**src/hdl/top_k_weight_normalizer_top_defines.svh**
```systemverilog
// ----------------------------------------------------------------------------
// top_k_weight_normalizer_top_defines
// Assertion macros shared by the top-k weight normalizer RTL.
// ----------------------------------------------------------------------------
`ifndef TOP_K_WEIGHT_NORMALIZER_TOP_DEFINES_SVH
`define TOP_K_WEIGHT_NORMALIZER_TOP_DEFINES_SVH

// consequence must hold in the same cycle as the antecedent
`define TKWN_ASSERT_HOLDS(lbl, ante, cons, msg) \
	lbl: assert property (@(posedge clk) disable iff (!arst_n) (ante) |-> (cons)) \
		else $error(msg);

// consequence must hold in the cycle after the antecedent
`define TKWN_ASSERT_NEXT(lbl, ante, cons, msg) \
	lbl: assert property (@(posedge clk) disable iff (!arst_n) (ante) |=> (cons)) \
		else $error(msg);

`endif

```
**src/hdl/tkwn_pkg.sv**
```systemverilog
// ----------------------------------------------------------------------------
// tkwn_pkg
// Types and constants for the top-k weight normalizer.
// ----------------------------------------------------------------------------
package tkwn_pkg;

	localparam int WEIGHT_W   = 48;
	localparam int JOINT_W    = 6;
	localparam int SHARE_W    = 17;
	localparam int SLOT_W     = 2;
	localparam int KCFG_W     = 3;
	localparam int CFG_IDX_W  = 1;
	localparam int CFG_DATA_W = 16;
	localparam int S_TDATA_W  = 64;
	localparam int M_TDATA_W  = 32;
	localparam int STEP_CW    = 5;

	localparam int SLOT_COUNT_DEF      = 4;
	localparam int JOINT_COUNT_MAX_DEF = 64;

	localparam logic [CFG_IDX_W-1:0] REG_INFLUENCES_USED = 1'd0;
	localparam logic [CFG_IDX_W-1:0] REG_MIN_WEIGHT      = 1'd1;

	localparam logic [KCFG_W-1:0]     INFLUENCES_RESET = 3'd4;
	localparam logic [CFG_DATA_W-1:0] MIN_WEIGHT_RESET = 16'd1;

	localparam logic [SHARE_W-1:0] ONE_Q16   = 17'h10000;
	localparam logic [STEP_CW-1:0] DIV_STEPS = 5'd17;

	typedef struct packed {
		logic                valid;
		logic [WEIGHT_W-1:0] weight;
		logic [JOINT_W-1:0]  joint;
	} cell_data_t;

	typedef enum logic [1:0] {
		CELL_HOLD,
		CELL_INSERT,
		CELL_SHIFT
	} cell_mode_t;

	typedef struct packed {
		logic busy;
		logic done;
	} div_stat_t;

endpackage

```
**src/hdl/tkwn_cell.sv**
```systemverilog
// ----------------------------------------------------------------------------
// tkwn_cell
// One entry of the sorted list: compares the incoming weight with its own,
// takes the left neighbor or the new item on insert, the right one on shift.
// ----------------------------------------------------------------------------
module tkwn_cell
	import tkwn_pkg::*;
(
	input  logic       clk,
	input  logic       arst_n,
	input  cell_mode_t mode,
	input  cell_data_t new_item,
	input  cell_data_t left,
	input  logic       left_greater,
	input  cell_data_t right,
	output cell_data_t own,
	output logic       greater
);

	cell_data_t data_q;
	cell_data_t data_d;

	// strict compare keeps an equal weight behind the earlier one
	assign greater = !data_q.valid || (new_item.weight > data_q.weight);
	assign own     = data_q;

	always_comb begin
		data_d = data_q;
		case (mode)
			CELL_INSERT: begin
				if (greater) begin
					data_d = left_greater ? left : new_item;
				end
			end
			CELL_SHIFT: data_d = right;
			default:    data_d = data_q;
		endcase
	end

	always_ff @(posedge clk or negedge arst_n) begin
		if (!arst_n) begin
			data_q <= '0;
		end else begin
			data_q <= data_d;
		end
	end

endmodule

```
**src/hdl/tkwn_div.sv**
```systemverilog
// ----------------------------------------------------------------------------
// tkwn_div
// Bit-serial restoring divider: round(dividend * 65536 / divisor), one
// quotient bit per cycle, then a rounding step. Needs dividend <= divisor.
// ----------------------------------------------------------------------------
`include "top_k_weight_normalizer_top_defines.svh"

module tkwn_div
	import tkwn_pkg::*;
#(
	parameter int SUM_W = WEIGHT_W + 3
) (
	input  logic                clk,
	input  logic                arst_n,
	input  logic                start,
	input  logic [WEIGHT_W-1:0] dividend,
	input  logic [SUM_W-1:0]    divisor,
	output logic [SHARE_W-1:0]  quotient,
	output div_stat_t           stat
);

	logic                busy_q;
	logic                done_q;
	logic [STEP_CW-1:0]  cnt_q;
	logic [SUM_W:0]      r_q;
	logic [SHARE_W-1:0]  q_q;
	logic                r_ge;
	logic [SUM_W:0]      diff;

	assign r_ge = r_q >= {1'b0, divisor};
	assign diff = r_ge ? (r_q - {1'b0, divisor}) : r_q;

	assign quotient  = q_q;
	assign stat.busy = busy_q;
	assign stat.done = done_q;

	always_ff @(posedge clk or negedge arst_n) begin
		if (!arst_n) begin
			busy_q <= 1'b0;
			done_q <= 1'b0;
			cnt_q  <= '0;
			r_q    <= '0;
			q_q    <= '0;
		end else begin
			done_q <= 1'b0;
			if (start) begin
				busy_q <= 1'b1;
				cnt_q  <= DIV_STEPS;
				r_q    <= (SUM_W + 1)'(dividend);
				q_q    <= '0;
			end else if (busy_q) begin
				if (cnt_q != '0) begin
					r_q   <= {diff[SUM_W-1:0], 1'b0};
					q_q   <= {q_q[SHARE_W-2:0], r_ge};
					cnt_q <= cnt_q - STEP_CW'(1);
				end else begin
					// r_q holds twice the remainder: round half up
					q_q    <= q_q + SHARE_W'(r_ge);
					busy_q <= 1'b0;
					done_q <= 1'b1;
				end
			end
		end
	end

	`TKWN_ASSERT_HOLDS(a_done_not_busy, done_q, !busy_q, "divider done while busy")
	`TKWN_ASSERT_NEXT(a_start_busy, start, busy_q, "divider did not start")
	`TKWN_ASSERT_NEXT(a_round_done, busy_q && cnt_q == '0 && !start, done_q, "rounding missed")

endmodule

```
**src/hdl/top_k_weight_normalizer_top.sv**
```systemverilog
// ----------------------------------------------------------------------------
// top_k_weight_normalizer_top
// Keeps the strongest joint weights of a vertex in a row of sorting cells and
// emits them normalized to Q1.16 on the last weight.
// ----------------------------------------------------------------------------
// Usage:
//   s_axis carries one joint weight per beat; tlast marks the vertex's last
//   weight. A non-last weight leaves the block collecting, so weights stream at one
//   per cycle while the block is collecting.
//   After the last beat s_axis_tready drops while the list is drained:
//   the cells first rotate through the adder for the sum, then each slot
//   is divided when it is bound (the serial divider takes one quotient
//   bit a cycle, 17 bits plus a rounding step) and skips the divider
//   when it is empty. m_axis gives SLOT_COUNT beats, tlast on the final
//   one; the block is ready for the next vertex the cycle after that beat is
//   loaded into the output register.
//   A stalled m_axis holds the output register and stops the drain.
//   Reset empties the list, sets influences_used to 4 and min_weight to 1.
//   Write the configuration port only while no vertex is in progress.
// ----------------------------------------------------------------------------
`include "top_k_weight_normalizer_top_defines.svh"

module top_k_weight_normalizer_top
	import tkwn_pkg::*;
#(
	parameter int SLOT_COUNT      = SLOT_COUNT_DEF,
	parameter int JOINT_COUNT_MAX = JOINT_COUNT_MAX_DEF
) (
	input  logic                  clk,
	input  logic                  arst_n,
	input  logic                  cfg_we,
	input  logic [CFG_IDX_W-1:0]  cfg_index,
	input  logic [CFG_DATA_W-1:0] cfg_wdata,
	input  logic                  s_axis_tvalid,
	output logic                  s_axis_tready,
	// joint_id[5:0], raw_weight[53:6], fallback_joint[59:54], zero pad
	input  logic [S_TDATA_W-1:0]  s_axis_tdata,
	input  logic                  s_axis_tlast,
	output logic                  m_axis_tvalid,
	input  logic                  m_axis_tready,
	// slot[1:0], bound_joint[7:2], share[24:8], zero pad
	output logic [M_TDATA_W-1:0]  m_axis_tdata,
	output logic                  m_axis_tlast
);

	localparam int CW    = (SLOT_COUNT > 1) ? $clog2(SLOT_COUNT) : 1;
	localparam int KW    = $clog2(SLOT_COUNT + 1);
	localparam int SUM_W = WEIGHT_W + KW;

	typedef enum logic [2:0] {
		ST_IDLE,
		ST_SUM,
		ST_DIV,
		ST_WAIT,
		ST_PUSH
	} state_t;

	state_t                state_q;
	logic [KCFG_W-1:0]     influences_used_q;
	logic [CFG_DATA_W-1:0] min_weight_q;
	logic [KW-1:0]         k_q;
	logic [JOINT_W-1:0]    fb_q;
	logic [SUM_W-1:0]      sum_q;
	logic [CW-1:0]         slot_q;
	logic [JOINT_W-1:0]    res_joint_q;
	logic [SHARE_W-1:0]    res_share_q;
	logic                  out_valid_q;
	logic [SLOT_W-1:0]     out_slot_q;
	logic [JOINT_W-1:0]    out_joint_q;
	logic [SHARE_W-1:0]    out_share_q;
	logic                  out_last_q;

	logic [JOINT_W-1:0]  in_joint;
	logic [WEIGHT_W-1:0] in_weight;
	logic [JOINT_W-1:0]  in_fb;
	logic                in_beat;
	logic                keep;
	logic                out_load;
	logic                last_slot;
	logic                slot_used;
	logic                div_start;
	logic [SHARE_W-1:0]  div_q;
	div_stat_t           div_stat;
	cell_mode_t          cell_mode;
	cell_data_t          new_item;
	cell_data_t          tail_in;
	cell_data_t          head;

	cell_data_t            cells    [SLOT_COUNT];
	cell_data_t            left_in  [SLOT_COUNT];
	cell_data_t            right_in [SLOT_COUNT];
	logic [SLOT_COUNT-1:0] greater;
	logic [SLOT_COUNT-1:0] left_gt;
	logic [SLOT_COUNT-1:0] valid_vec;

	assign in_joint  = s_axis_tdata[JOINT_W-1:0];
	assign in_weight = s_axis_tdata[JOINT_W +: WEIGHT_W];
	assign in_fb     = s_axis_tdata[JOINT_W + WEIGHT_W +: JOINT_W];

	assign s_axis_tready = (state_q == ST_IDLE);
	assign in_beat       = s_axis_tvalid && s_axis_tready;
	assign keep          = (32'(in_joint) < 32'(JOINT_COUNT_MAX))
		&& (in_weight > WEIGHT_W'(min_weight_q));

	assign new_item.valid  = 1'b1;
	assign new_item.weight = in_weight;
	assign new_item.joint  = in_joint;

	assign head      = cells[0];
	assign out_load  = (state_q == ST_PUSH) && (!out_valid_q || m_axis_tready);
	assign last_slot = (slot_q == CW'(SLOT_COUNT - 1));
	assign slot_used = (sum_q != '0) && head.valid && (32'(slot_q) < 32'(k_q));
	assign div_start = (state_q == ST_DIV) && slot_used;

	// rotate during the sum pass, fill with empty entries while draining
	assign tail_in = (state_q == ST_SUM) ? head : '0;

	always_comb begin
		case (state_q)
			ST_IDLE: cell_mode = (in_beat && keep) ? CELL_INSERT : CELL_HOLD;
			ST_SUM:  cell_mode = CELL_SHIFT;
			ST_PUSH: cell_mode = out_load ? CELL_SHIFT : CELL_HOLD;
			default: cell_mode = CELL_HOLD;
		endcase
	end

	for (genvar i = 0; i < SLOT_COUNT; i++) begin : g_cell
		if (i == 0) begin : g_first
			assign left_in[i] = '0;
			assign left_gt[i] = 1'b0;
		end else begin : g_inner
			assign left_in[i] = cells[i-1];
			assign left_gt[i] = greater[i-1];
		end
		if (i == SLOT_COUNT - 1) begin : g_tail
			assign right_in[i] = tail_in;
		end else begin : g_body
			assign right_in[i] = cells[i+1];
		end
		assign valid_vec[i] = cells[i].valid;

		tkwn_cell u_cell (
			.clk          (clk),
			.arst_n       (arst_n),
			.mode         (cell_mode),
			.new_item     (new_item),
			.left         (left_in[i]),
			.left_greater (left_gt[i]),
			.right        (right_in[i]),
			.own          (cells[i]),
			.greater      (greater[i])
		);

		if (i > 0) begin : g_chk
			`TKWN_ASSERT_HOLDS(a_prefix, state_q == ST_IDLE && cells[i].valid, cells[i-1].valid, "list gap")
		end
	end

	tkwn_div #(
		.SUM_W (SUM_W)
	) u_div (
		.clk      (clk),
		.arst_n   (arst_n),
		.start    (div_start),
		.dividend (head.weight),
		.divisor  (sum_q),
		.quotient (div_q),
		.stat     (div_stat)
	);

	always_ff @(posedge clk or negedge arst_n) begin
		if (!arst_n) begin
			influences_used_q <= INFLUENCES_RESET;
			min_weight_q      <= MIN_WEIGHT_RESET;
		end else if (cfg_we) begin
			case (cfg_index)
				REG_INFLUENCES_USED: influences_used_q <= cfg_wdata[KCFG_W-1:0];
				REG_MIN_WEIGHT:      min_weight_q      <= cfg_wdata;
				default:             min_weight_q      <= min_weight_q;
			endcase
		end
	end

	always_ff @(posedge clk or negedge arst_n) begin
		if (!arst_n) begin
			state_q     <= ST_IDLE;
			k_q         <= '0;
			fb_q        <= '0;
			sum_q       <= '0;
			slot_q      <= '0;
			res_joint_q <= '0;
			res_share_q <= '0;
			out_valid_q <= 1'b0;
			out_slot_q  <= '0;
			out_joint_q <= '0;
			out_share_q <= '0;
			out_last_q  <= 1'b0;
		end else begin
			if (out_load) begin
				out_valid_q <= 1'b1;
				out_slot_q  <= SLOT_W'(slot_q);
				out_joint_q <= res_joint_q;
				out_share_q <= res_share_q;
				out_last_q  <= last_slot;
			end else if (m_axis_tready) begin
				out_valid_q <= 1'b0;
			end

			case (state_q)
				ST_IDLE: begin
					if (in_beat && s_axis_tlast) begin
						// clamp k to 1..SLOT_COUNT
						if (influences_used_q == '0) begin
							k_q <= KW'(1);
						end else if (32'(influences_used_q) > 32'(SLOT_COUNT)) begin
							k_q <= KW'(SLOT_COUNT);
						end else begin
							k_q <= KW'(influences_used_q);
						end
						fb_q    <= (32'(in_fb) < 32'(JOINT_COUNT_MAX)) ? in_fb : '0;
						sum_q   <= '0;
						slot_q  <= '0;
						state_q <= ST_SUM;
					end
				end
				ST_SUM: begin
					if (head.valid && (32'(slot_q) < 32'(k_q))) begin
						sum_q <= sum_q + SUM_W'(head.weight);
					end
					if (last_slot) begin
						slot_q  <= '0;
						state_q <= ST_DIV;
					end else begin
						slot_q <= slot_q + CW'(1);
					end
				end
				ST_DIV: begin
					if (slot_used) begin
						res_joint_q <= head.joint;
						state_q     <= ST_WAIT;
					end else begin
						if (sum_q == '0 && slot_q == '0) begin
							res_joint_q <= fb_q;
							res_share_q <= ONE_Q16;
						end else begin
							res_joint_q <= '0;
							res_share_q <= '0;
						end
						state_q <= ST_PUSH;
					end
				end
				ST_WAIT: begin
					if (div_stat.done) begin
						res_share_q <= div_q;
						state_q     <= ST_PUSH;
					end
				end
				ST_PUSH: begin
					if (out_load) begin
						if (last_slot) begin
							slot_q  <= '0;
							state_q <= ST_IDLE;
						end else begin
							slot_q  <= slot_q + CW'(1);
							state_q <= ST_DIV;
						end
					end
				end
				default: state_q <= ST_IDLE;
			endcase
		end
	end

	assign m_axis_tvalid = out_valid_q;
	assign m_axis_tdata  = M_TDATA_W'({out_share_q, out_joint_q, out_slot_q});
	assign m_axis_tlast  = out_last_q;

	`TKWN_ASSERT_NEXT(a_vertex_cleared, out_load && last_slot, valid_vec == '0, "list not cleared")
	`TKWN_ASSERT_HOLDS(a_wait_divisor, state_q == ST_WAIT, sum_q != '0, "divide by zero sum")
	`TKWN_ASSERT_HOLDS(a_div_free, div_start, !div_stat.busy, "divider started while busy")

endmodule

```
**config.mk**
```make
export PLATFORM = sky130hd
export DESIGN_NAME = top_k_weight_normalizer_top
export DESIGN_NICKNAME = d
export VERILOG_FILES = /design/src/hdl/tkwn_pkg.sv /design/src/hdl/tkwn_cell.sv /design/src/hdl/tkwn_div.sv /design/src/hdl/top_k_weight_normalizer_top.sv
export VERILOG_INCLUDE_DIRS = /design/src /design/src/hdl
export SDC_FILE = /design/constraint.sdc
export NUM_CORES = 2
export LEC_CHECK = 0
export BUFFER_PORTS_ARGS = -buffer_cell sky130_fd_sc_hd__clkbuf_2
export CAP_MARGIN = 15
export CORE_MARGIN = 2
export CORE_UTILIZATION = 42
export CTS_CLUSTER_DIAMETER = 40
export DETAILED_ROUTE_END_ITERATION = 8
export PLACE_DENSITY = 0.66
export SLEW_MARGIN = 10
export SYNTH_ARGS = -nofsm -noshare
export SYNTH_HDL_FRONTEND = slang
export SYNTH_SLANG_ARGS = --single-unit
export TNS_END_PERCENT = 10
```
**constraint.sdc**
```tcl
create_clock -name clk -period 5.9 [get_ports clk]
set_clock_uncertainty 0.1 [all_clocks]
set_input_delay 0.295 -clock clk [delete_from_list [all_inputs] [get_ports clk]]
set_output_delay 0.295 -clock clk [all_outputs]
set_load 0.005 [all_outputs]
```
==> flow_metrics.tcl <==
set metrics [dict create \
    hold_start "s_axis_tdata[29]" \
    clkLatencyLatePin_ns 0.67 \
    critPathMaxFanout 12 \
    synth_compound_area_share_pct 25.7 \
    fin_nets 4326 \
    hold_path_class "in2reg" \
    postCtsSetupBuffers 0 \
    outcome "finished clean" \
    postSynthCellCount 3886 \
    post-route-min-period_ns 5.03 \
    tightest_slew_ns 1.05 \
    leakage_nw 18.0 \
    clockBufferDepth 3 \
    yosys.cell_count.top_type "dfrtp_1" \
    drc 0 \
    synthToLayoutAreaGrowth_pct 14.6 \
    synth-simple-area-share_pct 13.9 \
    wire_per_inst_um 20.6 \
    track_usage_pct 25.4 \
    synth-seq-area-share_pct 32.9 \
    synth_xor_area_share_pct 2.52 \
    dpl.hpwl_um 70700 \
    async_flop_share_pct 100 \
    fp.dieH_um 283 \
    total_power_mw 25.9 \
    viasPerCell 5.99 \
    critPathLaunch "sum_q[0]$_DFFE_PN0P_" \
    rr_startpoint "sum_q[0]$_DFFE_PN0P_" \
    rsz0062_at_grt "false" \
    syn_area_per_cell_um2 8.41 \
    drt_pass1_iterations 6 \
    synth_top_cell_by_area "dfrtp_1" \
    cts-root-buf "clkbuf_16" \
    grt_pass1_vias 29000 \
    synthAdderAreaFrac_pct 12.1 \
    cap_viol_max_count 0 \
    ys_types 79 \
    fill_cells 7333 \
    initial_utilization_pct 42.3 \
    muxShareOfSynthArea_pct 6.26 \
    num_rows 102 \
    worst_slack_ns 0.870 \
    slew_viol_final 0 \
    design.core.area_um2 77200 \
    end_kind "flop" \
    post-place-ws_ns 0.900 \
    crit_required_ns 6.38 \
    synth_seq_cells 430 \
    setup_viol 0 \
    vdd.ir_drop.worst_uv 447 \
    synth_area_leaders "dfrtp_1 33%, ha_1 12%, o21ai_0 5.6%" \
    hold_viol 0 \
    cts_inserted_buffers 86 \
    place_congestion 0.938 \
    htreeDepth 3 \
    die_area_um2 80000 \
    hold_buffers 47 \
    path_clk_slew_ns 0.05 \
    syn-cell-area_um2 32700 \
    worstSetupPathType "reg2reg" \
    layout-drive-gt1-share_pct 11.1 \
    grt_pass1_wl_um 165000 \
    synth_edf_count 0 \
    postCtsResizedCells 0 \
    port_buffers 110 \
    antenna_found_initial 2 \
    drt_iter0_drc 2674 \
    grt-ovfl-total 0 \
    synthTopCellsByCount "428 x dfrtp_1, 365 x o21ai_0, 350 x nand2_1, 313 x ha_1, 294 x inv_1" \
    cts_tree "done" \
    worstPathArrival_ns 5.51 \
    grt_max_degree 175 \
    startpoint_type "flop" \
    io_pins 122 \
    p_per_area_nw_per_um2 693 \
    yosys_warnings 0 \
    clock-sinks 430 \
    setup_tns_ns 0 \
    synth_top_area_share_pct 32.8 \
    dieWidth_um 283 \
    synthFlopType "dfrtp_1" \
    synth_top_family_by_area "compound AO/OA/AOI/OAI gates" \
    slew_headroom_pct 30.2 \
    vias 30200 \
    wirelength_um 104000 \
    fmax_mhz 199 \
    postRouteAntennaNets 0 \
    finalCritPeriodShare_pct 85.2 \
]
==> worst max-delay path, stage by stage, from the launching register on <==
cell and delay, ns:
dfrtp_1 0.42, ha_1 0.26, fa_1 0.40, nand2b_1 0.19, a211oi_2 0.36, o311ai_1 0.16, and3_4 0.23, a211o_1 0.36
a21oi_4 0.22, a31oi_4 0.12, inv_2 0.30, ha_1 0.27, ha_1 0.22, nand4_1 0.15, nor2_1 0.20, and3_1 0.25
nand4_1 0.18, o41ai_1 0.34, a22oi_1 0.13, nor2_1 0.13
==> worst paths after layout <==
path                            depth (start not counted)  slack (ns)                                    to
worst max-delay path                                   19        0.87        u_div.quotient[16]$_DFFE_PN0P_
max in group asynchronous                               3        4.15          min_weight_q[13]$_DFFE_PN0P_
worst max register to register                         19        0.87        u_div.quotient[16]$_DFFE_PN0P_
worst min register to register                          2        0.37            res_share_q[8]$_DFFE_PN0P_
min in group asynchronous                               2        0.18   g_cell[1].u_cell.own[1]$_DFFE_PN0P_
worst min-delay path                                    3        0.02  g_cell[2].u_cell.own[29]$_DFFE_PN0P_
==> metrics by stage <==
stage | utilization, % | cells | hold slack [ns] | area [µm²]
6_report | 48.5 | 5039 | 0.0189 | 37500
5_1_grt | 48.5 | 5038 | 0.0239 | 37500
4_1_cts | 48.5 | 5036 | 0.00404 | 37400
3_5_place_dp | 44.0 | 4828 | 0.287 | 34000
3_3_place_gp | 44.0 | 4828 | 0.288 | 34000
2_1_floorplan | - | 3892 | -0.101 | 32700
==> cell usage in the layout (no fill, tap or decap), types with 148 or more instances in the layout <==
cell type    n
a21o_1     201
o21ai_0    364
dfrtp_1    428
mux2i_1    148
inv_1      294
nand2_1    346
ha_1       313
nor2_1     230
nand3_1    154
a21oi_1    241
==> cell families (layout without fill, tap and decap cells) <==
| family | after synthesis | after routing |
|---|---|---|
| flops | 430 | 430 |
| mux | 198 | 198 |
| simple gates | 984 | 984 |
| fa+ha+maj | 315 | 315 |
| compound gates | 1313 | 1313 |
| xor+xnor | 94 | 94 |
| buf+inv | 551 | 656 |
| other cells | 1 | 9 |
==> area by class of cell <==
type                            instances  area, µm²  area share [%]
Clock buffer                          100       2250            6.02
Tap cell                             1040       1300            3.47
Timing Repair Buffer                  200       1430            3.83
Inverter                              295       1110            2.96
Sequential cell                       430      10800            28.7
Multi-Input combinational cell       2911      19900            53.1
Antenna cell                            2       5.00          0.0134
Clock inverter                         61        702            1.87
==> sequential cells by signal, indices dropped and copies added, names as in the netlist, 6 cells and up <==
| name | count |
|---|---|
| u_div.quotient | 17 |
| out_share_q | 17 |
| u_div.r_q | 52 |
| res_joint_q | 6 |
| fb_q | 6 |
| min_weight_q | 16 |
| sum_q | 51 |
| g_cell.u_cell.own | 220 |
| out_joint_q | 6 |
| res_share_q | 17 |
==> power breakdown <==
| group | leakage [nW] | internal (mW) | switching [mW] |
|---|---|---|---|
| Clock | 1.41 | 3.07 | 1.88 |
| Sequential | 5.20 | 4.32 | 1.51 |
| Combinational | 11.4 | 6.00 | 9.17 |
==> metal layers <==
metal / share of wire [%] / track usage, % / up-vias
met4: 3.4 / 8.87 / 0
met3: 6.8 / 4.56 / 208
met2: 45 / 40.4 / 1075
li1: - / - / 14200
met5: 0 / 0 / -
met1: 45 / 34.6 / 14700
(Power assumes the default switching activity.)
